File: config.mk
export PLATFORM = sky130hd
export DESIGN_NAME = scm_dp
export DESIGN_NICKNAME = d
export VERILOG_FILES = /design/src/design/scm_pkg.sv /design/src/design/scm_dp.sv
export SDC_FILE = /design/constraint.sdc
export NUM_CORES = 2
export LEC_CHECK = 0
export ABC_AREA = 0
export BUFFER_PORTS_ARGS = -buffer_cell sky130_fd_sc_hd__buf_4
export CAP_MARGIN = 10
export CORE_MARGIN = 2
export CORE_UTILIZATION = 40
export CTS_CLUSTER_SIZE = 10
export DETAILED_ROUTE_END_ITERATION = 6
export SETUP_SLACK_MARGIN = 0.4
export SYNTH_ARGS = -nofsm -noshare
export SYNTH_HDL_FRONTEND = slang
export SYNTH_SLANG_ARGS = --single-unit
File: constraint.sdc
create_clock -name clock -period 11.8 [get_ports clock]
set_clock_uncertainty 0.05 [all_clocks]
set_input_delay 2.36 -clock clock [delete_from_list [all_inputs] [get_ports clock]]
set_output_delay 2.36 -clock clock [all_outputs]
set_load 0.005 [all_outputs]
File: src/design/scm_pkg.sv
// Shared constants, codes and the controller-to-datapath command for the correlation meter.
package scm_pkg;

   localparam int SAMPLE_BITS = 24;
   localparam int COEFF_BITS  = 24;
   localparam int OUT_BITS    = 16;
   localparam int FUNC_BITS   = 2;

   localparam int PROD_BITS = 2 * SAMPLE_BITS;            // one smoothed average
   localparam int HALF_BITS = SAMPLE_BITS;                // multiplier operand slice
   localparam int MUL_BITS  = HALF_BITS + 2;              // signed operand, holds 2^COEFF_BITS
   localparam int ACC_BITS  = 2 * PROD_BITS;              // widest partial-product sum
   localparam int QUO_BITS  = OUT_BITS - 1;               // correlation magnitude
   localparam int FRAC_BITS = 2 * QUO_BITS;
   localparam int ROOT_BITS = 2 * PROD_BITS + FRAC_BITS;  // root/divide remainder

   localparam logic [COEFF_BITS-1:0] COEFF_RESET =
      COEFF_BITS'(((longint'(1) << COEFF_BITS) * 9999) / 10000);

   // sequencer step map
   localparam int STEP_BITS = 6;
   localparam logic [STEP_BITS-1:0] STEP_EMA       = 6'd3;
   localparam logic [STEP_BITS-1:0] STEP_SQR       = STEP_EMA + 6'd12;
   localparam logic [STEP_BITS-1:0] STEP_ISSUE_END = STEP_SQR + 6'd8;
   localparam logic [STEP_BITS-1:0] STEP_ROOT      = STEP_ISSUE_END + 6'd2;
   localparam logic [STEP_BITS-1:0] STEP_FINAL     = STEP_ROOT + STEP_BITS'(2 * QUO_BITS);
   localparam logic [STEP_BITS-1:0] STEP_CMT_XP    = 6'd2;
   localparam logic [STEP_BITS-1:0] STEP_CMT_XL    = 6'd3;
   localparam logic [STEP_BITS-1:0] STEP_CMT_XR    = 6'd4;
   localparam logic [STEP_BITS-1:0] STEP_CMT_AVGP  = STEP_EMA + 6'd5;
   localparam logic [STEP_BITS-1:0] STEP_CMT_AVGL  = STEP_EMA + 6'd9;
   localparam logic [STEP_BITS-1:0] STEP_CMT_AVGR  = STEP_EMA + 6'd13;
   localparam logic [STEP_BITS-1:0] STEP_CMT_SQ    = STEP_SQR + 6'd5;
   localparam logic [STEP_BITS-1:0] STEP_CMT_LR    = STEP_SQR + 6'd9;

   typedef enum logic [FUNC_BITS-1:0] {
      FUNC_PROCESS = 2'd0,
      FUNC_SAVE    = 2'd1,
      FUNC_RESTORE = 2'd2,
      FUNC_NOP     = 2'd3
   } func_type;

   typedef enum logic [1:0] {
      ST_IDLE,
      ST_RUN,
      ST_FINISH
   } ctrl_state_type;

   typedef enum logic [3:0] {
      MUL_L_R,
      MUL_L_L,
      MUL_R_R,
      MUL_C_OL,
      MUL_C_OH,
      MUL_D_XL,
      MUL_D_XH,
      MUL_P_LL,
      MUL_P_LH,
      MUL_P_HL,
      MUL_P_HH,
      MUL_E_LL,
      MUL_E_LH,
      MUL_E_HL,
      MUL_E_HH
   } mul_op_type;

   typedef enum logic [1:0] {
      AVG_P,
      AVG_L,
      AVG_R
   } avg_sel_type;

   typedef enum logic [2:0] {
      DST_XP,
      DST_XL,
      DST_XR,
      DST_AVGP,
      DST_AVGL,
      DST_AVGR,
      DST_SQ,
      DST_LR
   } dst_type;

   typedef struct packed {
      logic        load;
      logic        save;
      logic        restore;
      logic        quiet;
      logic        issue;
      logic        clear;
      mul_op_type  op;
      avg_sel_type src;
      logic        commit;
      dst_type     dst;
      logic        root_a;
      logic        root_b;
      logic        finalize;
      logic        emit;
   } dp_cmd_type;

endpackage

File: src/design/scm_dp.sv
// Datapath: shared multiplier and accumulator, smoothed averages, root/divide unit.
module scm_dp (
   input  logic                                  clock,
   input  logic                                  reset,
   input  scm_pkg::dp_cmd_type                   cmd,
   input  logic signed [scm_pkg::SAMPLE_BITS-1:0] left,
   input  logic signed [scm_pkg::SAMPLE_BITS-1:0] right,
   input  logic [scm_pkg::COEFF_BITS-1:0]        coeff,
   output logic signed [scm_pkg::OUT_BITS-1:0]   correlation,
   output logic                                  silent
);

   localparam int SB = scm_pkg::SAMPLE_BITS;
   localparam int CB = scm_pkg::COEFF_BITS;
   localparam int PB = scm_pkg::PROD_BITS;
   localparam int HB = scm_pkg::HALF_BITS;
   localparam int MW = scm_pkg::MUL_BITS;
   localparam int AW = scm_pkg::ACC_BITS;
   localparam int RW = scm_pkg::ROOT_BITS;
   localparam int QB = scm_pkg::QUO_BITS;
   localparam int OB = scm_pkg::OUT_BITS;
   localparam int FB = scm_pkg::FRAC_BITS;
   localparam logic [PB-1:0] P_MSB = {1'b1, {(PB-1){1'b0}}};

   // captured samples and per-sample products
   logic signed [SB-1:0] left_ff, right_ff;
   logic [PB-1:0] xp_ff, xl_ff, xr_ff;

   // architectural state
   logic [PB-1:0] avg_p_ff, avg_l_ff, avg_r_ff;
   logic [PB-1:0] sav_p_ff, sav_l_ff, sav_r_ff;
   logic signed [OB-1:0] corr_ff;
   logic silent_ff;

   logic [PB-1:0] pabs_ff;
   logic neg_ff;

   // multiplier / accumulator pipe
   logic signed [MW-1:0] a_op, b_op;
   logic signed [2*MW-1:0] prod_in, prod_ff;
   logic [1:0] sh_in, sh_ff;
   logic clr_ff, mac_ff;
   logic [AW-1:0] acc_ff, acc_in, addend;
   logic signed [AW-1:0] prod_ext;

   // root/divide unit
   logic [RW-1:0] rem_ff, dsr_ff, wacc_ff, inc_ff;
   logic [RW:0] diff;
   logic fit;
   logic [QB-1:0] q_ff;

   logic [CB:0] coef_d;
   logic [PB-1:0] o_val, x_val, ema_res, new_p;
   logic [OB-1:0] q_ext;

   assign coef_d = {1'b1, {CB{1'b0}}} - {1'b0, coeff};

   always_comb begin
      case (cmd.src)
         scm_pkg::AVG_P: begin
            o_val = avg_p_ff ^ P_MSB;   // bias to unsigned
            x_val = xp_ff ^ P_MSB;
         end
         scm_pkg::AVG_L: begin
            o_val = avg_l_ff;
            x_val = xl_ff;
         end
         scm_pkg::AVG_R: begin
            o_val = avg_r_ff;
            x_val = xr_ff;
         end
         default: begin
            o_val = '0;
            x_val = '0;
         end
      endcase
   end

   always_comb begin
      sh_in = 2'd0;
      case (cmd.op)
         scm_pkg::MUL_L_R: begin
            a_op = MW'(left_ff);
            b_op = MW'(right_ff);
         end
         scm_pkg::MUL_L_L: begin
            a_op = MW'(left_ff);
            b_op = MW'(left_ff);
         end
         scm_pkg::MUL_R_R: begin
            a_op = MW'(right_ff);
            b_op = MW'(right_ff);
         end
         scm_pkg::MUL_C_OL: begin
            a_op = MW'(coeff);
            b_op = MW'(o_val[HB-1:0]);
         end
         scm_pkg::MUL_C_OH: begin
            a_op  = MW'(coeff);
            b_op  = MW'(o_val[PB-1:HB]);
            sh_in = 2'd1;
         end
         scm_pkg::MUL_D_XL: begin
            a_op = MW'(coef_d);
            b_op = MW'(x_val[HB-1:0]);
         end
         scm_pkg::MUL_D_XH: begin
            a_op  = MW'(coef_d);
            b_op  = MW'(x_val[PB-1:HB]);
            sh_in = 2'd1;
         end
         scm_pkg::MUL_P_LL: begin
            a_op = MW'(pabs_ff[HB-1:0]);
            b_op = MW'(pabs_ff[HB-1:0]);
         end
         scm_pkg::MUL_P_LH: begin
            a_op  = MW'(pabs_ff[HB-1:0]);
            b_op  = MW'(pabs_ff[PB-1:HB]);
            sh_in = 2'd1;
         end
         scm_pkg::MUL_P_HL: begin
            a_op  = MW'(pabs_ff[PB-1:HB]);
            b_op  = MW'(pabs_ff[HB-1:0]);
            sh_in = 2'd1;
         end
         scm_pkg::MUL_P_HH: begin
            a_op  = MW'(pabs_ff[PB-1:HB]);
            b_op  = MW'(pabs_ff[PB-1:HB]);
            sh_in = 2'd2;
         end
         scm_pkg::MUL_E_LL: begin
            a_op = MW'(avg_l_ff[HB-1:0]);
            b_op = MW'(avg_r_ff[HB-1:0]);
         end
         scm_pkg::MUL_E_LH: begin
            a_op  = MW'(avg_l_ff[HB-1:0]);
            b_op  = MW'(avg_r_ff[PB-1:HB]);
            sh_in = 2'd1;
         end
         scm_pkg::MUL_E_HL: begin
            a_op  = MW'(avg_l_ff[PB-1:HB]);
            b_op  = MW'(avg_r_ff[HB-1:0]);
            sh_in = 2'd1;
         end
         scm_pkg::MUL_E_HH: begin
            a_op  = MW'(avg_l_ff[PB-1:HB]);
            b_op  = MW'(avg_r_ff[PB-1:HB]);
            sh_in = 2'd2;
         end
         default: begin
            a_op = '0;
            b_op = '0;
         end
      endcase
   end

   assign prod_in = a_op * b_op;

   always_comb begin
      prod_ext = AW'(prod_ff);
      case (sh_ff)
         2'd1:    addend = prod_ext << HB;
         2'd2:    addend = prod_ext << (2 * HB);
         default: addend = prod_ext;
      endcase
      acc_in = (clr_ff ? '0 : acc_ff) + addend;
   end

   assign ema_res = acc_ff[CB +: PB];
   assign new_p   = ema_res ^ P_MSB;

   assign diff  = {1'b0, rem_ff} - {1'b0, inc_ff};
   assign fit   = !diff[RW];
   assign q_ext = OB'(q_ff);

   // state with a defined reset value
   always_ff @(posedge clock) begin
      if (reset) begin
         avg_p_ff  <= '0;
         avg_l_ff  <= '0;
         avg_r_ff  <= '0;
         sav_p_ff  <= '0;
         sav_l_ff  <= '0;
         sav_r_ff  <= '0;
         corr_ff   <= '0;
         silent_ff <= 1'b0;
         mac_ff    <= 1'b0;
      end else begin
         mac_ff <= cmd.issue;
         if (cmd.save) begin
            sav_p_ff <= avg_p_ff;
            sav_l_ff <= avg_l_ff;
            sav_r_ff <= avg_r_ff;
         end
         if (cmd.restore) begin
            avg_p_ff <= sav_p_ff;
            avg_l_ff <= sav_l_ff;
            avg_r_ff <= sav_r_ff;
         end
         if (cmd.quiet) silent_ff <= 1'b0;
         if (cmd.commit) begin
            case (cmd.dst)
               scm_pkg::DST_AVGP: avg_p_ff  <= new_p;
               scm_pkg::DST_AVGL: avg_l_ff  <= ema_res;
               scm_pkg::DST_AVGR: avg_r_ff  <= ema_res;
               scm_pkg::DST_LR:   silent_ff <= (acc_ff == '0);
               default: ;
            endcase
         end
         if (cmd.finalize) begin
            if (silent_ff) corr_ff <= '0;
            else if (neg_ff) corr_ff <= -q_ext;
            else corr_ff <= q_ext;
         end
      end
   end

   // working registers
   always_ff @(posedge clock) begin
      if (cmd.load) begin
         left_ff  <= left;
         right_ff <= right;
      end
      if (cmd.issue) begin
         prod_ff <= prod_in;
         sh_ff   <= sh_in;
         clr_ff  <= cmd.clear;
      end
      if (mac_ff) acc_ff <= acc_in;
      if (cmd.commit) begin
         case (cmd.dst)
            scm_pkg::DST_XP: xp_ff <= acc_ff[PB-1:0];
            scm_pkg::DST_XL: xl_ff <= acc_ff[PB-1:0];
            scm_pkg::DST_XR: xr_ff <= acc_ff[PB-1:0];
            scm_pkg::DST_AVGP: begin
               neg_ff  <= new_p[PB-1];
               pabs_ff <= new_p[PB-1] ? -new_p : new_p;
            end
            scm_pkg::DST_SQ: rem_ff <= RW'(acc_ff) << FB;
            scm_pkg::DST_LR: begin
               dsr_ff  <= RW'(acc_ff) << (FB - 2);
               wacc_ff <= '0;
               q_ff    <= '0;
            end
            default: ;
         endcase
      end
      if (cmd.root_a) inc_ff <= wacc_ff + dsr_ff;
      if (cmd.root_b) begin
         if (fit) rem_ff <= diff[RW-1:0];
         wacc_ff <= (wacc_ff >> 1) + (fit ? dsr_ff : '0);
         dsr_ff  <= dsr_ff >> 2;
         q_ff    <= {q_ff[QB-2:0], fit};
      end
   end

   assign correlation = corr_ff;
   assign silent      = silent_ff;

endmodule

==> flow_metrics.env <==
export IMPL_p_per_area_nw_per_um2=305.9
export IMPL_crit_arrival_ns=11.60
export IMPL_fin_setup_tns_ns=0
export IMPL_setup_ws_ns=0.7167
export IMPL_ys_seq_elements=1215
export IMPL_relSlewSlack_pct=16.31
export IMPL_met1_length_mm=165.4
export IMPL_post_place_ws_ns=-0.2556
export IMPL_grt_pass1_vias=86620
export IMPL_cts_tree="yes"
export IMPL_syn_inst=11640
export IMPL_vias_per_cell=5.716
export IMPL_gp_congestion=0.9785
export IMPL_max_freq_mhz=90.23
export IMPL_slowest_stage="fa_1"
export IMPL_final_cell_area_um2=116500
export IMPL_top_layer="met5"
export IMPL_start_util_pct=40.13
export IMPL_multi_input_area_um2=66210
export IMPL_cts_sinks=1215
export IMPL_yosysWarningCount=0
export IMPL_synth_ff_type="edfxtp_1"
export IMPL_grt_pass1_wl_mm=558.1
export IMPL_syn_area_um2=105100
export IMPL_rr_startpoint="inc_ff[0]"
export IMPL_post_drt_wl_per_cell_um=24.52
export IMPL_crit_path_frequent_cell="fa_1"
export IMPL_regArea_um2=32160
export IMPL_hold_viol=0
export IMPL_wl_met2_mm=164.4
export IMPL_wl_mm=374.7
export IMPL_tightest_slew_ns=1.248
export IMPL_netlist_area_leader_share_pct=22.38
export IMPL_async_flop_share_pct=0
export IMPL_syn_num_nets=13060
export IMPL_synth_top_area_cell="edfxtp_1"
export IMPL_startpoint="coeff[7]"
export IMPL_fillers=25390
export IMPL_antenna_found_initial=27
export IMPL_cap_violations=0
export IMPL_power_mw=35.65
export IMPL_irDropWorstVdd_uv=509.9
export IMPL_area_growth_pct=10.92
export IMPL_violations="design-rule violations"
export IMPL_cts_buffer_depth=3
export IMPL_final_cell_mix="1234 x nor2_1, 1141 x inv_1, 998 x nand2_1, 872 x a21oi_1, 783 x edfxtp_1"
export IMPL_die_width_um=516.5
export IMPL_final_common_cell="nor2_1"
export IMPL_min_path_type="flop to flop"
export IMPL_drt_first_pass_iters=7
export IMPL_synthTopCellsByArea="edfxtp_1 22%, fa_1 14%, dfxtp_1 8.2%, ha_1 7.4%, mux2i_1 4.6%"
export IMPL_htreeDepth=4
export IMPL_r2r_slack_ns=1.44
export IMPL_grt_usage_pct=27.68
export IMPL_fin_nets=13060
export IMPL_worst_setup_path_start_kind="input port"
export IMPL_slew_viol_final=0
export IMPL_end_kind="flop"
export IMPL_coreArea_um2=261800
export IMPL_clk_pin_slew_ns=0.06
export IMPL_run_status="complete, but fails checks"
export IMPL_fp_row_count=188
export IMPL_cts_root_buffer_cell="clkbuf_16"
export IMPL_drive_gt1_share_pct=8.486
export IMPL_cpPeakStageDelay_ns=0.57
export IMPL_first_iter_violations=9160
export IMPL_die_h_um=516.5
export IMPL_rsz0062_at_grt="no"
export IMPL_avgSynthCellArea_um2=9.030
export IMPL_clk_latency_ns=0.86
export IMPL_cp_required_ns=12.31
export IMPL_dpl_cell_area_um2=111500
export IMPL_num_vias=87340
export IMPL_crit_end="prod_ff[48]"
export IMPL_portBuffers=109
export IMPL_rr_endpoint="wacc_ff[124]"
export IMPL_fin_crit_ns=11.08
export IMPL_design_die_area_um2=266800
export IMPL_dp_hpwl_mm=291.7
export IMPL_crit_type="input port to flop"
export IMPL_synth_edf_count=783
export IMPL_grt_overflow=0
export IMPL_synth_cell_types=101
export IMPL_finalSetupViolations=0
export IMPL_ant_nets=0
export IMPL_p_leak_nw=50.99
export IMPL_reg2regPathDepth=32
export IMPL_cts_buffers=152
export IMPL_wl_met3_mm=27.14
export IMPL_finalCritPeriodShare_pct=93.93
export IMPL_critPathMaxFanout=10
export IMPL_io_pins=111
export IMPL_ys_seq_area_share_pct=30.61
export IMPL_drc_errors=1
export IMPL_post_route_util_pct=44.51
export IMPL_grt_max_degree=152
-- flip-flops by register name (all words and copies together) (netlist names), 2 cells and up --
name         flops
inc_ff         126
rem_ff         126
wacc_ff        126
dsr_ff         124
acc_ff          96
prod_ff         52
avg_l_ff        48
avg_p_ff        48
avg_r_ff        48
pabs_ff         48
sav_l_ff        48
sav_p_ff        48
sav_r_ff        48
xl_ff           48
xp_ff           48
xr_ff           48
left_ff         24
right_ff        24
correlation     16
q_ff            15
sh_ff            2
-- cells in the mapped netlist (109+ instances only) --
cell type	n
o21bai_1	143
clkbuf_1	557
nor2_1	1243
ha_1	619
a21o_1	316
and2_1	268
a21oi_1	874
fa_1	715
xor2_1	234
xnor2_1	338
nand4_1	188
nand3_1	153
mux2_2	109
nand2_1	1000
dfxtp_1	432
mux2i_1	479
edfxtp_1	783
o21ai_0	505
inv_1	1143
a211oi_1	189
nor2b_1	162
-- critical path: cells and delay by family --
| family | cells | cell delay [ns] |
|---|---|---|
| AND/OR/NAND/NOR | 10 | 2.89 |
| XOR/XNOR | 2 | 0.29 |
| AO/OA/AOI/OAI | 6 | 1.25 |
| adder cells (fa/ha/maj) | 8 | 3.99 |
| buffers and inverters | 8 | 0.80 |
-- metrics by stage --
stage                     hold WS [ns]  cells
after floorplan                 0.3939  11640
after global placement          0.4055  14990
after detailed placement        0.4175  14990
after CTS                       0.4283  15280
after global routing            0.4539  15280
final                           0.4268  15280
-- where the power goes --
part	leakage, nW	switching (mW)	internal (mW)	total, mW
clock	2.37	2.02	2.63	4.65
combinational	37.5	14.5	9.48	24.0
sequential	11.1	0.800	6.22	7.02
-- layer usage --
metal  up-vias  global-route usage (%)
met4         2                   11.78
met5         -                       0
met1     43270                   38.50
met3       663                   4.177
li1      40150                       -
met2      3259                   42.70
-- kinds of logic (layout without fill, tap and decap cells) --
kind of cell,count (synthesis),in the layout,synth area share (%)
mux,589,589,5.743
xor+xnor,572,572,4.768
compound gates,2662,2662,16.29
fa+ha+maj,1334,1334,21.00
simple gates,3424,3424,14.88
other cells,0,5,0
flops,1215,1215,30.61
buf+inv,1839,1965,6.710
-- repair_timing --
action / 4_1_cts / 5_1_grt
buffers inserted: 0 / 1
setup endpoints to repair: 0 / 16
gates resized for setup: 0 / 19
endpoints found under the hold margin: 0 / 0
hold buffers: 0 / 0
-- worst min-delay path by stage --
stage	from	end	slack [ns]	cells past startpoint
5_1_grt	rem_ff[14]	rem_ff[14]	0.45	2
3_3_place_gp	rem_ff[0]	rem_ff[0]	0.41	2
6_report	rem_ff[21]	rem_ff[21]	0.43	2
4_1_cts	correlation[0]	correlation[0]	0.43	2
3_5_place_dp	correlation[0]	correlation[0]	0.42	2
2_1_floorplan	rem_ff[0]	rem_ff[0]	0.39	2
-- layout make-up --
| class | instances | share of cell area, % |
|---|---|---|
| Multi-Input combinational cell | 8581 | 56.82 |
| Sequential cell | 1215 | 27.60 |
| Timing Repair Buffer | 538 | 3.858 |
| Clock buffer | 246 | 3.802 |
| Tap cell | 3515 | 3.774 |
| Inverter | 1146 | 3.693 |
| Clock inverter | 35 | 0.4445 |
| Antenna cell | 5 | 0.01074 |
Power figures use the tool's default switching activity.
