File: src/design/scm_pkg.sv
// Shared constants, codes and the controller-to-datapath command for the correlation meter.
package scm_pkg;

   localparam int SAMPLE_BITS = 24;
   localparam int COEFF_BITS  = 24;
   localparam int OUT_BITS    = 16;
   localparam int FUNC_BITS   = 2;

   localparam int PROD_BITS = 2 * SAMPLE_BITS;            // one smoothed average
   localparam int HALF_BITS = SAMPLE_BITS;                // multiplier operand slice
   localparam int MUL_BITS  = HALF_BITS + 2;              // signed operand, holds 2^COEFF_BITS
   localparam int ACC_BITS  = 2 * PROD_BITS;              // widest partial-product sum
   localparam int QUO_BITS  = OUT_BITS - 1;               // correlation magnitude
   localparam int FRAC_BITS = 2 * QUO_BITS;
   localparam int ROOT_BITS = 2 * PROD_BITS + FRAC_BITS;  // root/divide remainder

   localparam logic [COEFF_BITS-1:0] COEFF_RESET =
      COEFF_BITS'(((longint'(1) << COEFF_BITS) * 9999) / 10000);

   // sequencer step map
   localparam int STEP_BITS = 6;
   localparam logic [STEP_BITS-1:0] STEP_EMA       = 6'd3;
   localparam logic [STEP_BITS-1:0] STEP_SQR       = STEP_EMA + 6'd12;
   localparam logic [STEP_BITS-1:0] STEP_ISSUE_END = STEP_SQR + 6'd8;
   localparam logic [STEP_BITS-1:0] STEP_ROOT      = STEP_ISSUE_END + 6'd2;
   localparam logic [STEP_BITS-1:0] STEP_FINAL     = STEP_ROOT + STEP_BITS'(2 * QUO_BITS);
   localparam logic [STEP_BITS-1:0] STEP_CMT_XP    = 6'd2;
   localparam logic [STEP_BITS-1:0] STEP_CMT_XL    = 6'd3;
   localparam logic [STEP_BITS-1:0] STEP_CMT_XR    = 6'd4;
   localparam logic [STEP_BITS-1:0] STEP_CMT_AVGP  = STEP_EMA + 6'd5;
   localparam logic [STEP_BITS-1:0] STEP_CMT_AVGL  = STEP_EMA + 6'd9;
   localparam logic [STEP_BITS-1:0] STEP_CMT_AVGR  = STEP_EMA + 6'd13;
   localparam logic [STEP_BITS-1:0] STEP_CMT_SQ    = STEP_SQR + 6'd5;
   localparam logic [STEP_BITS-1:0] STEP_CMT_LR    = STEP_SQR + 6'd9;

   typedef enum logic [FUNC_BITS-1:0] {
      FUNC_PROCESS = 2'd0,
      FUNC_SAVE    = 2'd1,
      FUNC_RESTORE = 2'd2,
      FUNC_NOP     = 2'd3
   } func_type;

   typedef enum logic [1:0] {
      ST_IDLE,
      ST_RUN,
      ST_FINISH
   } ctrl_state_type;

   typedef enum logic [3:0] {
      MUL_L_R,
      MUL_L_L,
      MUL_R_R,
      MUL_C_OL,
      MUL_C_OH,
      MUL_D_XL,
      MUL_D_XH,
      MUL_P_LL,
      MUL_P_LH,
      MUL_P_HL,
      MUL_P_HH,
      MUL_E_LL,
      MUL_E_LH,
      MUL_E_HL,
      MUL_E_HH
   } mul_op_type;

   typedef enum logic [1:0] {
      AVG_P,
      AVG_L,
      AVG_R
   } avg_sel_type;

   typedef enum logic [2:0] {
      DST_XP,
      DST_XL,
      DST_XR,
      DST_AVGP,
      DST_AVGL,
      DST_AVGR,
      DST_SQ,
      DST_LR
   } dst_type;

   typedef struct packed {
      logic        load;
      logic        save;
      logic        restore;
      logic        quiet;
      logic        issue;
      logic        clear;
      mul_op_type  op;
      avg_sel_type src;
      logic        commit;
      dst_type     dst;
      logic        root_a;
      logic        root_b;
      logic        finalize;
      logic        emit;
   } dp_cmd_type;

endpackage

File: src/design/scm_ctrl.sv
// Sequencer for the correlation meter: accepts words and steps the datapath.
module scm_ctrl (
   input  logic                          clock,
   input  logic                          reset,
   input  logic                          req_tvalid,
   input  logic [scm_pkg::FUNC_BITS-1:0] req_func,
   input  logic                          out_free,
   output logic                          req_tready,
   output scm_pkg::dp_cmd_type           cmd
);

   scm_pkg::ctrl_state_type state_ff, state_in;
   logic [scm_pkg::STEP_BITS-1:0] step_ff, step_in;
   logic [scm_pkg::STEP_BITS-1:0] rel;
   logic [1:0] slot;
   scm_pkg::func_type func;

   assign func = scm_pkg::func_type'(req_func);

   always_ff @(posedge clock) begin
      if (reset) begin
         state_ff <= scm_pkg::ST_IDLE;
         step_ff  <= '0;
      end else begin
         state_ff <= state_in;
         step_ff  <= step_in;
      end
   end

   always_comb begin
      state_in = state_ff;
      step_in  = step_ff;
      case (state_ff)
         scm_pkg::ST_IDLE: begin
            step_in = '0;
            if (req_tvalid) begin
               if (func == scm_pkg::FUNC_PROCESS) state_in = scm_pkg::ST_RUN;
               else state_in = scm_pkg::ST_FINISH;
            end
         end
         scm_pkg::ST_RUN: begin
            step_in = step_ff + 1'b1;
            if (step_ff == scm_pkg::STEP_FINAL) state_in = scm_pkg::ST_FINISH;
         end
         scm_pkg::ST_FINISH: begin
            if (out_free) state_in = scm_pkg::ST_IDLE;
         end
         default: state_in = scm_pkg::ST_IDLE;
      endcase
   end

   always_comb begin
      cmd        = '0;
      req_tready = 1'b0;
      rel        = '0;
      slot       = '0;
      case (state_ff)
         scm_pkg::ST_IDLE: begin
            req_tready  = 1'b1;
            cmd.load    = req_tvalid;
            cmd.save    = req_tvalid && (func == scm_pkg::FUNC_SAVE);
            cmd.restore = req_tvalid && (func == scm_pkg::FUNC_RESTORE);
            cmd.quiet   = req_tvalid && (func != scm_pkg::FUNC_PROCESS);
         end
         scm_pkg::ST_RUN: begin
            // sample products
            if (step_ff < scm_pkg::STEP_EMA) begin
               cmd.issue = 1'b1;
               cmd.clear = 1'b1;
               case (step_ff[1:0])
                  2'd0:    cmd.op = scm_pkg::MUL_L_R;
                  2'd1:    cmd.op = scm_pkg::MUL_L_L;
                  default: cmd.op = scm_pkg::MUL_R_R;
               endcase
            // three smoothing updates, four partial products each
            end else if (step_ff < scm_pkg::STEP_SQR) begin
               rel       = step_ff - scm_pkg::STEP_EMA;
               slot      = rel[1:0];
               cmd.issue = 1'b1;
               cmd.clear = (slot == 2'd0);
               cmd.src   = scm_pkg::avg_sel_type'(rel[3:2]);
               case (slot)
                  2'd0:    cmd.op = scm_pkg::MUL_C_OL;
                  2'd1:    cmd.op = scm_pkg::MUL_C_OH;
                  2'd2:    cmd.op = scm_pkg::MUL_D_XL;
                  default: cmd.op = scm_pkg::MUL_D_XH;
               endcase
            // product squared, then energy product
            end else if (step_ff < scm_pkg::STEP_ISSUE_END) begin
               rel       = step_ff - scm_pkg::STEP_SQR;
               slot      = rel[1:0];
               cmd.issue = 1'b1;
               cmd.clear = (slot == 2'd0);
               case ({rel[2], slot})
                  3'd0:    cmd.op = scm_pkg::MUL_P_LL;
                  3'd1:    cmd.op = scm_pkg::MUL_P_LH;
                  3'd2:    cmd.op = scm_pkg::MUL_P_HL;
                  3'd3:    cmd.op = scm_pkg::MUL_P_HH;
                  3'd4:    cmd.op = scm_pkg::MUL_E_LL;
                  3'd5:    cmd.op = scm_pkg::MUL_E_LH;
                  3'd6:    cmd.op = scm_pkg::MUL_E_HL;
                  default: cmd.op = scm_pkg::MUL_E_HH;
               endcase
            end

            // accumulator results are committed once the last issue has passed the product and accumulator registers
            case (step_ff)
               scm_pkg::STEP_CMT_XP: begin
                  cmd.commit = 1'b1;
                  cmd.dst    = scm_pkg::DST_XP;
               end
               scm_pkg::STEP_CMT_XL: begin
                  cmd.commit = 1'b1;
                  cmd.dst    = scm_pkg::DST_XL;
               end
               scm_pkg::STEP_CMT_XR: begin
                  cmd.commit = 1'b1;
                  cmd.dst    = scm_pkg::DST_XR;
               end
               scm_pkg::STEP_CMT_AVGP: begin
                  cmd.commit = 1'b1;
                  cmd.dst    = scm_pkg::DST_AVGP;
               end
               scm_pkg::STEP_CMT_AVGL: begin
                  cmd.commit = 1'b1;
                  cmd.dst    = scm_pkg::DST_AVGL;
               end
               scm_pkg::STEP_CMT_AVGR: begin
                  cmd.commit = 1'b1;
                  cmd.dst    = scm_pkg::DST_AVGR;
               end
               scm_pkg::STEP_CMT_SQ: begin
                  cmd.commit = 1'b1;
                  cmd.dst    = scm_pkg::DST_SQ;
               end
               scm_pkg::STEP_CMT_LR: begin
                  cmd.commit = 1'b1;
                  cmd.dst    = scm_pkg::DST_LR;
               end
               default: cmd.commit = 1'b0;
            endcase

            if (step_ff >= scm_pkg::STEP_ROOT && step_ff < scm_pkg::STEP_FINAL) begin
               cmd.root_a = (step_ff[0] == scm_pkg::STEP_ROOT[0]);
               cmd.root_b = (step_ff[0] != scm_pkg::STEP_ROOT[0]);
            end
            cmd.finalize = (step_ff == scm_pkg::STEP_FINAL);
         end
         scm_pkg::ST_FINISH: begin
            cmd.emit = out_free;
         end
         default: cmd = '0;
      endcase
   end

endmodule

File: config.mk
export PLATFORM = sky130hd
export DESIGN_NAME = scm_ctrl
export DESIGN_NICKNAME = d
export VERILOG_FILES = /design/src/design/scm_pkg.sv /design/src/design/scm_ctrl.sv
export SDC_FILE = /design/constraint.sdc
export NUM_CORES = 1
export LEC_CHECK = 0
export ABC_AREA = 1
export ABC_CLOCK_PERIOD_IN_PS = 1470
export BUFFER_PORTS_ARGS = -buffer_cell sky130_fd_sc_hd__buf_2
export CAP_MARGIN = 20
export CORE_MARGIN = 2
export CORE_UTILIZATION = 51
export DETAILED_ROUTE_END_ITERATION = 6
export GPL_ROUTABILITY_DRIVEN = 1
export GPL_TIMING_DRIVEN = 0
export PLACE_DENSITY = 0.83
export SKIP_LAST_GASP = 1
export SYNTH_ARGS = -nofsm -noshare
export SYNTH_HDL_FRONTEND = slang
export SYNTH_SLANG_ARGS = --single-unit
File: constraint.sdc
create_clock -name clock -period 1.47 [get_ports clock]
set_input_delay 0.0735 -clock clock [delete_from_list [all_inputs] [get_ports clock]]
set_output_delay 0.0735 -clock clock [all_outputs]
set_load 0.1 [all_outputs]
==> results of run 1 <==
through the flow:
step / instances / setup TNS [ps] / instance area, um^2
3_5_place_dp: 215 / -3250 / 1470
3_3_place_gp: 215 / -2860 / 1470
2_1_floorplan: 164 / -5150 / 1300
Yosys cell counts (all sizes together):
cell type  number  share of area
nor3            3          0.021
and3            1         0.0064
nand4           3          0.019
o21ai           9          0.046
o211ai          1         0.0077
nor2           25           0.14
buf             5          0.040
dfxtp           8           0.16
a21oi          15          0.081
ha              7          0.090
nand3          13          0.077
o21a            1         0.0077
inv            28           0.11
nand2          43           0.17
nand3b          1         0.0077
xnor2           1         0.0090
cells by family after synthesis:
group	count (synthesis)
AOI/OAI and AO/OA	26
and+or+nand+nor	89
adders and majority gates	7
xor gates and xnor gates	1
buffers and inverters	33
DFF	8
==> impl_metrics.env, run 1 <==
export IMPL_status="aborted with a tool error"
export IMPL_failing_step="clock tree synthesis (4_1_cts)"
export IMPL_first_error="[ERROR DPL-0038] Utilization greater than 100%, impossible to legalize"
export IMPL_clockBufferDepth=2
export IMPL_synthMuxAreaShare=0
export IMPL_synth_fp_nets=177
export IMPL_die_h_um=47.7
export IMPL_cts_hold_buf=0
export IMPL_yosysWarnings=0
export IMPL_cts_buffers=3
export IMPL_netlist_area_um2=973
export IMPL_synthCells=164
export IMPL_clock_root_buffer="clkbuf_4"
export IMPL_yosysUniqueCellTypes=28
export IMPL_rows=15
export IMPL_cts_sinks=8
export IMPL_synthAdderAreaFrac=0.0900
export IMPL_start_util=0.552
export IMPL_synth_top_family_by_area="simple AND/OR/NAND/NOR gates"
export IMPL_gp_congestion=0.836
export IMPL_dp_hpwl_um=2250
export IMPL_io_pins=27
export IMPL_synthSimpleGateAreaFrac=0.443
export IMPL_io_buffers=26
export IMPL_yosys_area_share_xor_xnor=0.00900
export IMPL_syn_avg_cell_area_um2=5.94
export IMPL_dp_slack_ps=-421
export IMPL_synth_seq_cells=8
export IMPL_die_x_um=47.7
export IMPL_cts_resized=80
export IMPL_synth_compound_area_frac=0.143
export IMPL_ys_seq_area_frac=0.165
export IMPL_h_tree_depth=1
export IMPL_post_cts_buffers=8
==> inputs of run 2 (changes only) <==
--- a/config.mk
+++ b/config.mk
@@ -9,12 +9,12 @@
 export ABC_CLOCK_PERIOD_IN_PS = 1470
 export BUFFER_PORTS_ARGS = -buffer_cell sky130_fd_sc_hd__buf_2
 export CAP_MARGIN = 20
-export CORE_MARGIN = 2
-export CORE_UTILIZATION = 51
+export CORE_AREA = 2 2 63 65
 export DETAILED_ROUTE_END_ITERATION = 6
+export DIE_AREA = 0 0 65 67
 export GPL_ROUTABILITY_DRIVEN = 1
 export GPL_TIMING_DRIVEN = 0
-export PLACE_DENSITY = 0.83
+export PLACE_DENSITY_LB_ADDON = 0.15
 export SKIP_LAST_GASP = 1
 export SYNTH_ARGS = -nofsm -noshare
 export SYNTH_HDL_FRONTEND = slang
==> impl_metrics.env, run 2 <==
export IMPL_status="finished with violations"
export IMPL_violations="negative setup slack"
export IMPL_worstSetupEndpointType="output port"
export IMPL_yosysWarnings=0
export IMPL_rows=22
export IMPL_holdCritPathClass="input pin to register"
export IMPL_max_freq_mhz=549
export IMPL_drc_errors=0
export IMPL_worstSetupPathType="register to output port"
export IMPL_reg2reg_from="step_ff[0]$_SDFFE_PP0P_"
export IMPL_drv_slew=0
export IMPL_n_fill_cell=342
export IMPL_holdWs_ps=83.4
export IMPL_asyncSetResetFlopFracSynth=0
export IMPL_final_min_clock_period_ps=1820
export IMPL_first_iter_violations=25
export IMPL_largest_register_ffs=6
export IMPL_required_ps=1400
export IMPL_yosysMostFrequentCell="nand2_1"
export IMPL_final_cell_mix="27 x nand2_1, 18 x buf_12, 15 x inv_1, 14 x nor2_4, 12 x buf_4"
export IMPL_start_util=0.270
export IMPL_synthCells=164
export IMPL_yosysUniqueCellTypes=28
export IMPL_nets=218
export IMPL_ir_drop_uv=611
export IMPL_avgViaCountPerCell=4.59
export IMPL_power_per_cell_area_nw_per_um2=569
export IMPL_syn_avg_cell_area_um2=5.94
export IMPL_synth_area_leader_cell="dfxtp_1"
export IMPL_r2r_end="step_ff[4]$_SDFFE_PP0P_"
export IMPL_seq_area_um2=169
export IMPL_synth_edff_count=0
export IMPL_crit_arrival_ps=1750
export IMPL_netlist_area_um2=973
export IMPL_layout_drive_gt1_share=0.564
export IMPL_io_pins=27
export IMPL_relSlewSlack=0.681
export IMPL_clock_root_buffer="clkbuf_8"
export IMPL_clockBufferDepth=2
export IMPL_max_cap_viol_count=0
export IMPL_die_h_um=67
export IMPL_ys_seq_area_frac=0.165
export IMPL_routedWlPerCell_um=12.4
export IMPL_cts_buffers=3
export IMPL_vias=1157
export IMPL_grt_overflow_total=0
export IMPL_whs_path_depth=2
export IMPL_core_um2=3610
export IMPL_finClkSkew_ps=8.45
export IMPL_gp_congestion=0.819
export IMPL_power_mw=1.11
export IMPL_grt_max_degree=11
export IMPL_final_setup_viol_count=15
export IMPL_cts_hold_buf=0
export IMPL_drt_pass1_iter_count=4
export IMPL_r2r_cells=7
export IMPL_synth_seq_cells=8
export IMPL_insertion_delay_ps=230
export IMPL_h_tree_depth=1
export IMPL_synth_top_cell_area_share=0.165
export IMPL_min_period_over_period=1.24
export IMPL_area_growth_pct=99.7
export IMPL_clk_pin_slew_worst_paths_ps=50
export IMPL_diodes=0
export IMPL_rsz0062_at_grt="true"
export IMPL_cts_tree="built"
export IMPL_multiInputGateArea_um2=1010
export IMPL_reg2reg_setup_slack_ps=120
export IMPL_worst_pin_slew_ps=482
export IMPL_grt_pass1_vias=1121
export IMPL_io_buffers=26
export IMPL_grtUsageTotal=0.155
export IMPL_totalWireLength_um=3130
export IMPL_leakagePower_nw=0.770
export IMPL_largestRegisters="step_ff (6), state_ff (2)"
export IMPL_synth_fp_nets=177
export IMPL_final_common_cell="nand2_1"
export IMPL_min_from="reset"
export IMPL_grt_pass1_wl_um=5260
export IMPL_dp_hpwl_um=2280
export IMPL_synth_common_cells="40 x nand2_1, 23 x inv_1, 18 x nor2_1, 14 x a21oi_1, 11 x nand3_1"
export IMPL_antenna_found_initial=0
export IMPL_finalHoldViolCount=0
export IMPL_synthTopCellsByArea="dfxtp_1 16%, nand2_1 15%, ha_1 9.0%, inv_1 8.9%, a21oi_1 7.2%"
export IMPL_die_x_um=65
export IMPL_synth_ff_type="dfxtp_1"
export IMPL_min_to="step_ff[1]$_SDFFE_PP0P_"
export IMPL_cts_sinks=8
export IMPL_drtAntennaViolNets=0
export IMPL_startpoint_type="register"
export IMPL_dieArea_um2=4360
export IMPL_largest_register="step_ff"
export IMPL_fin_ws_ps=-352
export IMPL_cp_max_fo=5
-- run 2: what timing repair did --
action | in CTS | in global routing
setup endpoints to repair | 20 | 18
pin swaps | 14 | 15
buffers inserted | 8 | 2
endpoints found under the hold margin | 0 | 0
gates resized for setup | 77 | 13
-- run 2: final cells by class --
class / count / area share
plain buffers: 5 / 0.0270
repair buffers: 36 / 0.249
clock buffers: 4 / 0.0232
flip-flops and latches: 8 / 0.0869
well taps: 48 / 0.0309
inverters: 28 / 0.0637
multi-input cells: 123 / 0.519
-- run 2: metal layers --
layer	vias up	wire length [um]	GRT usage
li1	599	-	-
met2	30	1540	0.277
met1	526	1460	0.197
met5	-	0	0
met3	2	110	0.0236
met4	0	12	0.0319
-- run 2: report_power, final --
group,internal [mW],switching (mW),leakage (nW)
clock network,0.188,0.0907,0.0228
logic,0.179,0.406,0.680
registers,0.228,0.0140,0.0669
-- run 2: cell families (layout without fill, tap and decap cells) --
family | Yosys count | count (layout) | share of synthesized area
compound gates | 26 | 26 | 0.143
xor+xnor | 1 | 1 | 0.00900
buf+inv | 33 | 73 | 0.150
simple gates | 89 | 89 | 0.443
fa+ha+maj | 7 | 7 | 0.0900
flops | 8 | 8 | 0.165
-- run 2: per-stage QoR --
step	cell area, um^2	TNS (ps)	setup WS (ps)	cells	util
final	1940	-3570	-352	252	0.539
after global routing	1940	-4850	-414	252	0.539
after CTS	1880	-3470	-332	250	0.522
after detailed placement	1490	-3440	-395	238	0.414
after global placement	1490	-3270	-394	238	0.414
after floorplan	1300	-5150	-908	164	-
-- run 2: worst max path at each step --
stage	from	endpoint	slack [ps]
2_1_floorplan	state_ff[1]$_SDFFE_PP0P_	cmd[18]	-910
3_3_place_gp	step_ff[0]$_SDFFE_PP0P_	cmd[12]	-390
3_5_place_dp	step_ff[0]$_SDFFE_PP0P_	cmd[12]	-400
4_1_cts	step_ff[1]$_SDFFE_PP0P_	cmd[2]	-330
5_1_grt	step_ff[0]$_SDFFE_PP0P_	cmd[11]	-410
6_report	step_ff[0]$_SDFFE_PP0P_	cmd[11]	-350
-- run 2: worst max-delay path: stages, from the launching register on --
cell and delay, ps:
dfxtp_4 370, ha_4 180, ha_4 300, inv_4 40, nand2_2 50, nand2_2 60
nand3_2 70, nand3_2 80, a21oi_4 170, buf_12 190
No activity file was read; power rests on OpenSTA's default activity.
==> inputs of run 3 (changes only) <==
--- a/config.mk
+++ b/config.mk
@@ -5,7 +5,6 @@
 export SDC_FILE = /design/constraint.sdc
 export NUM_CORES = 1
 export LEC_CHECK = 0
-export ABC_AREA = 1
 export ABC_CLOCK_PERIOD_IN_PS = 1470
 export BUFFER_PORTS_ARGS = -buffer_cell sky130_fd_sc_hd__buf_2
 export CAP_MARGIN = 20
==> impl_metrics.env, run 3 <==
export IMPL_syn_avg_cell_area_um2=7.49
export IMPL_whs_path_depth=2
export IMPL_reg2reg_from="step_ff[0]$_SDFFE_PP0P_"
export IMPL_ir_drop_uv=400
export IMPL_nets=183
export IMPL_max_cap_viol_count=0
export IMPL_synth_seq_cells=8
export IMPL_routedWlPerCell_um=13.2
export IMPL_power_per_cell_area_nw_per_um2=436
export IMPL_finalHoldViolCount=0
export IMPL_relSlewSlack=0.661
export IMPL_status="finished with violations"
export IMPL_ys_seq_area_frac=0.184
export IMPL_io_pins=27
export IMPL_die_x_um=65
export IMPL_n_fill_cell=327
export IMPL_asyncSetResetFlopFracSynth=0
export IMPL_worst_pin_slew_ps=506
export IMPL_rsz0062_at_grt="true"
export IMPL_required_ps=1400
export IMPL_h_tree_depth=1
export IMPL_die_h_um=67
export IMPL_crit_arrival_ps=1940
export IMPL_cts_hold_buf=0
export IMPL_final_common_cell="buf_4"
export IMPL_largest_register="step_ff"
export IMPL_antenna_found_initial=0
export IMPL_area_growth_pct=129
export IMPL_worstSetupEndpointType="output port"
export IMPL_synth_edff_count=0
export IMPL_first_iter_violations=35
export IMPL_leakagePower_nw=0.722
export IMPL_synthCells=116
export IMPL_synthTopCellsByArea="dfxtp_1 18%, ha_1 10%, nor2_1 8.6%, xor2_1 5.0%, nor3_1 4.0%"
export IMPL_core_um2=3610
export IMPL_final_setup_viol_count=16
export IMPL_finClkSkew_ps=1.06
export IMPL_cp_max_fo=3
export IMPL_synth_fp_nets=129
export IMPL_final_min_clock_period_ps=2020
export IMPL_yosysUniqueCellTypes=44
export IMPL_yosysMostFrequentCell="nor2_1"
export IMPL_min_period_over_period=1.37
export IMPL_r2r_end="step_ff[4]$_SDFFE_PP0P_"
export IMPL_vias=1046
export IMPL_insertion_delay_ps=230
export IMPL_cts_tree="built"
export IMPL_multiInputGateArea_um2=1030
export IMPL_holdCritPathClass="input pin to register"
export IMPL_fin_ws_ps=-546
export IMPL_min_to="step_ff[2]$_SDFFE_PP0P_"
export IMPL_netlist_area_um2=868
export IMPL_largestRegisters="step_ff (6), state_ff (2)"
export IMPL_grt_max_degree=11
export IMPL_synth_top_cell_area_share=0.184
export IMPL_rows=22
export IMPL_r2r_cells=8
export IMPL_start_util=0.241
export IMPL_clockBufferDepth=2
export IMPL_synth_common_cells="20 x nor2_1, 8 x dfxtp_1, 7 x ha_1, 7 x nor3_1"
export IMPL_io_buffers=26
export IMPL_min_from="reset"
export IMPL_final_cell_mix="21 x buf_4, 16 x buf_12, 10 x nor2_4, 8 x buf_6, 8 x nor2_1"
export IMPL_drv_slew=0
export IMPL_diodes=0
export IMPL_placed_area_um2=1350
export IMPL_startpoint_type="register"
export IMPL_avgViaCountPerCell=4.82
export IMPL_gp_congestion=0.749
export IMPL_layout_drive_gt1_share=0.663
export IMPL_totalWireLength_um=2870
export IMPL_grt_pass1_vias=1076
export IMPL_seq_area_um2=174
export IMPL_dp_slack_ps=-685
export IMPL_grtUsageTotal=0.143
export IMPL_clk_pin_slew_worst_paths_ps=40
export IMPL_grt_pass1_wl_um=4830
export IMPL_dp_hpwl_um=1970
export IMPL_clock_root_buffer="clkbuf_8"
export IMPL_drt_pass1_iter_count=4
export IMPL_yosysWarnings=0
export IMPL_largest_register_ffs=6
export IMPL_final_cells=217
export IMPL_power_mw=0.869
export IMPL_max_freq_mhz=496
export IMPL_dieArea_um2=4360
export IMPL_cts_sinks=8
export IMPL_dp_cells=190
export IMPL_reg2reg_setup_slack_ps=-50
export IMPL_violations="negative setup slack"
export IMPL_worstSetupPathType="register to output port"
export IMPL_drtAntennaViolNets=0
export IMPL_synth_area_leader_cell="dfxtp_1"
export IMPL_drc_errors=0
export IMPL_fin_util=0.552
export IMPL_grt_overflow_total=0
export IMPL_synth_ff_type="dfxtp_1"
export IMPL_cts_buffers=3
export IMPL_fin_area_um2=1990
-- run 3: cell type report --
class                      instances  share of cell area
inverter                           5              0.0132
multi-input combinational         96               0.517
sequential                         8              0.0874
clock buffer                       4              0.0226
buffer                             6              0.0327
timing repair buffer              50               0.297
tap                               48              0.0302
-- run 3: layer usage --
metal  wire, um  global-route usage
met2       1510               0.269
met5          0                   0
met4         48              0.0638
met1       1220               0.164
met3         80              0.0118
-- run 3: how the worst max path moves through the flow --
stage / startpoint / endpoint / slack [ps] / cells past startpoint
finish: step_ff[0]$_SDFFE_PP0P_ / cmd[12] / -550 / 7
detailed placement: step_ff[0]$_SDFFE_PP0P_ / cmd[12] / -680 / 8
global route: step_ff[0]$_SDFFE_PP0P_ / cmd[12] / -620 / 7
floorplan: step_ff[0]$_SDFFE_PP0P_ / cmd[12] / -580 / 7
CTS: step_ff[1]$_SDFFE_PP0P_ / cmd[12] / -600 / 7
global placement: step_ff[0]$_SDFFE_PP0P_ / cmd[12] / -660 / 8
-- run 3: cells by family (layout without fill, tap and decap cells) --
group           Yosys count  after routing  share of synthesized area
compound gates           22             22                      0.170
xor+xnor                  7              7                     0.0706
fa+ha+maj                 8              8                      0.114
buf+inv                  12             65                     0.0720
flops                     8              8                      0.184
mux                       3              3                     0.0403
simple gates             56             56                      0.349
-- run 3: timing repair --
action,4_1_cts,5_1_grt
gates cloned,0,0
gates resized for setup,83,21
setup endpoints to repair,18,21
endpoints found under the hold margin,0,0
buffers inserted,19,7
pin swaps,18,13
-- run 3: power breakdown --
| group | total [mW] | switching, mW | leakage (nW) | internal (mW) |
|---|---|---|---|---|
| Combinational | 0.359 | 0.229 | 0.631 | 0.130 |
| Sequential | 0.233 | 0.0111 | 0.0680 | 0.222 |
| Clock | 0.277 | 0.0888 | 0.0228 | 0.188 |
| Total | 0.869 | 0.329 | 0.722 | 0.540 |
-- run 3: stage by stage --
step / TNS (ps) / hold WS [ps]
floorplan: -5370 / 136
global placement: -4790 / 277
detailed placement: -4850 / 285
CTS: -5930 / 40.9
global route: -6420 / 60.5
finish: -5330 / 47.5
-- run 3: worst max-delay path, cell delays in order (launching register included) --
cell	delay, ps
dfxtp_4	350
ha_4	170
ha_4	260
mux2_4	330
nor3_4	150
nor3_2	80
o22ai_4	170
buf_12	200
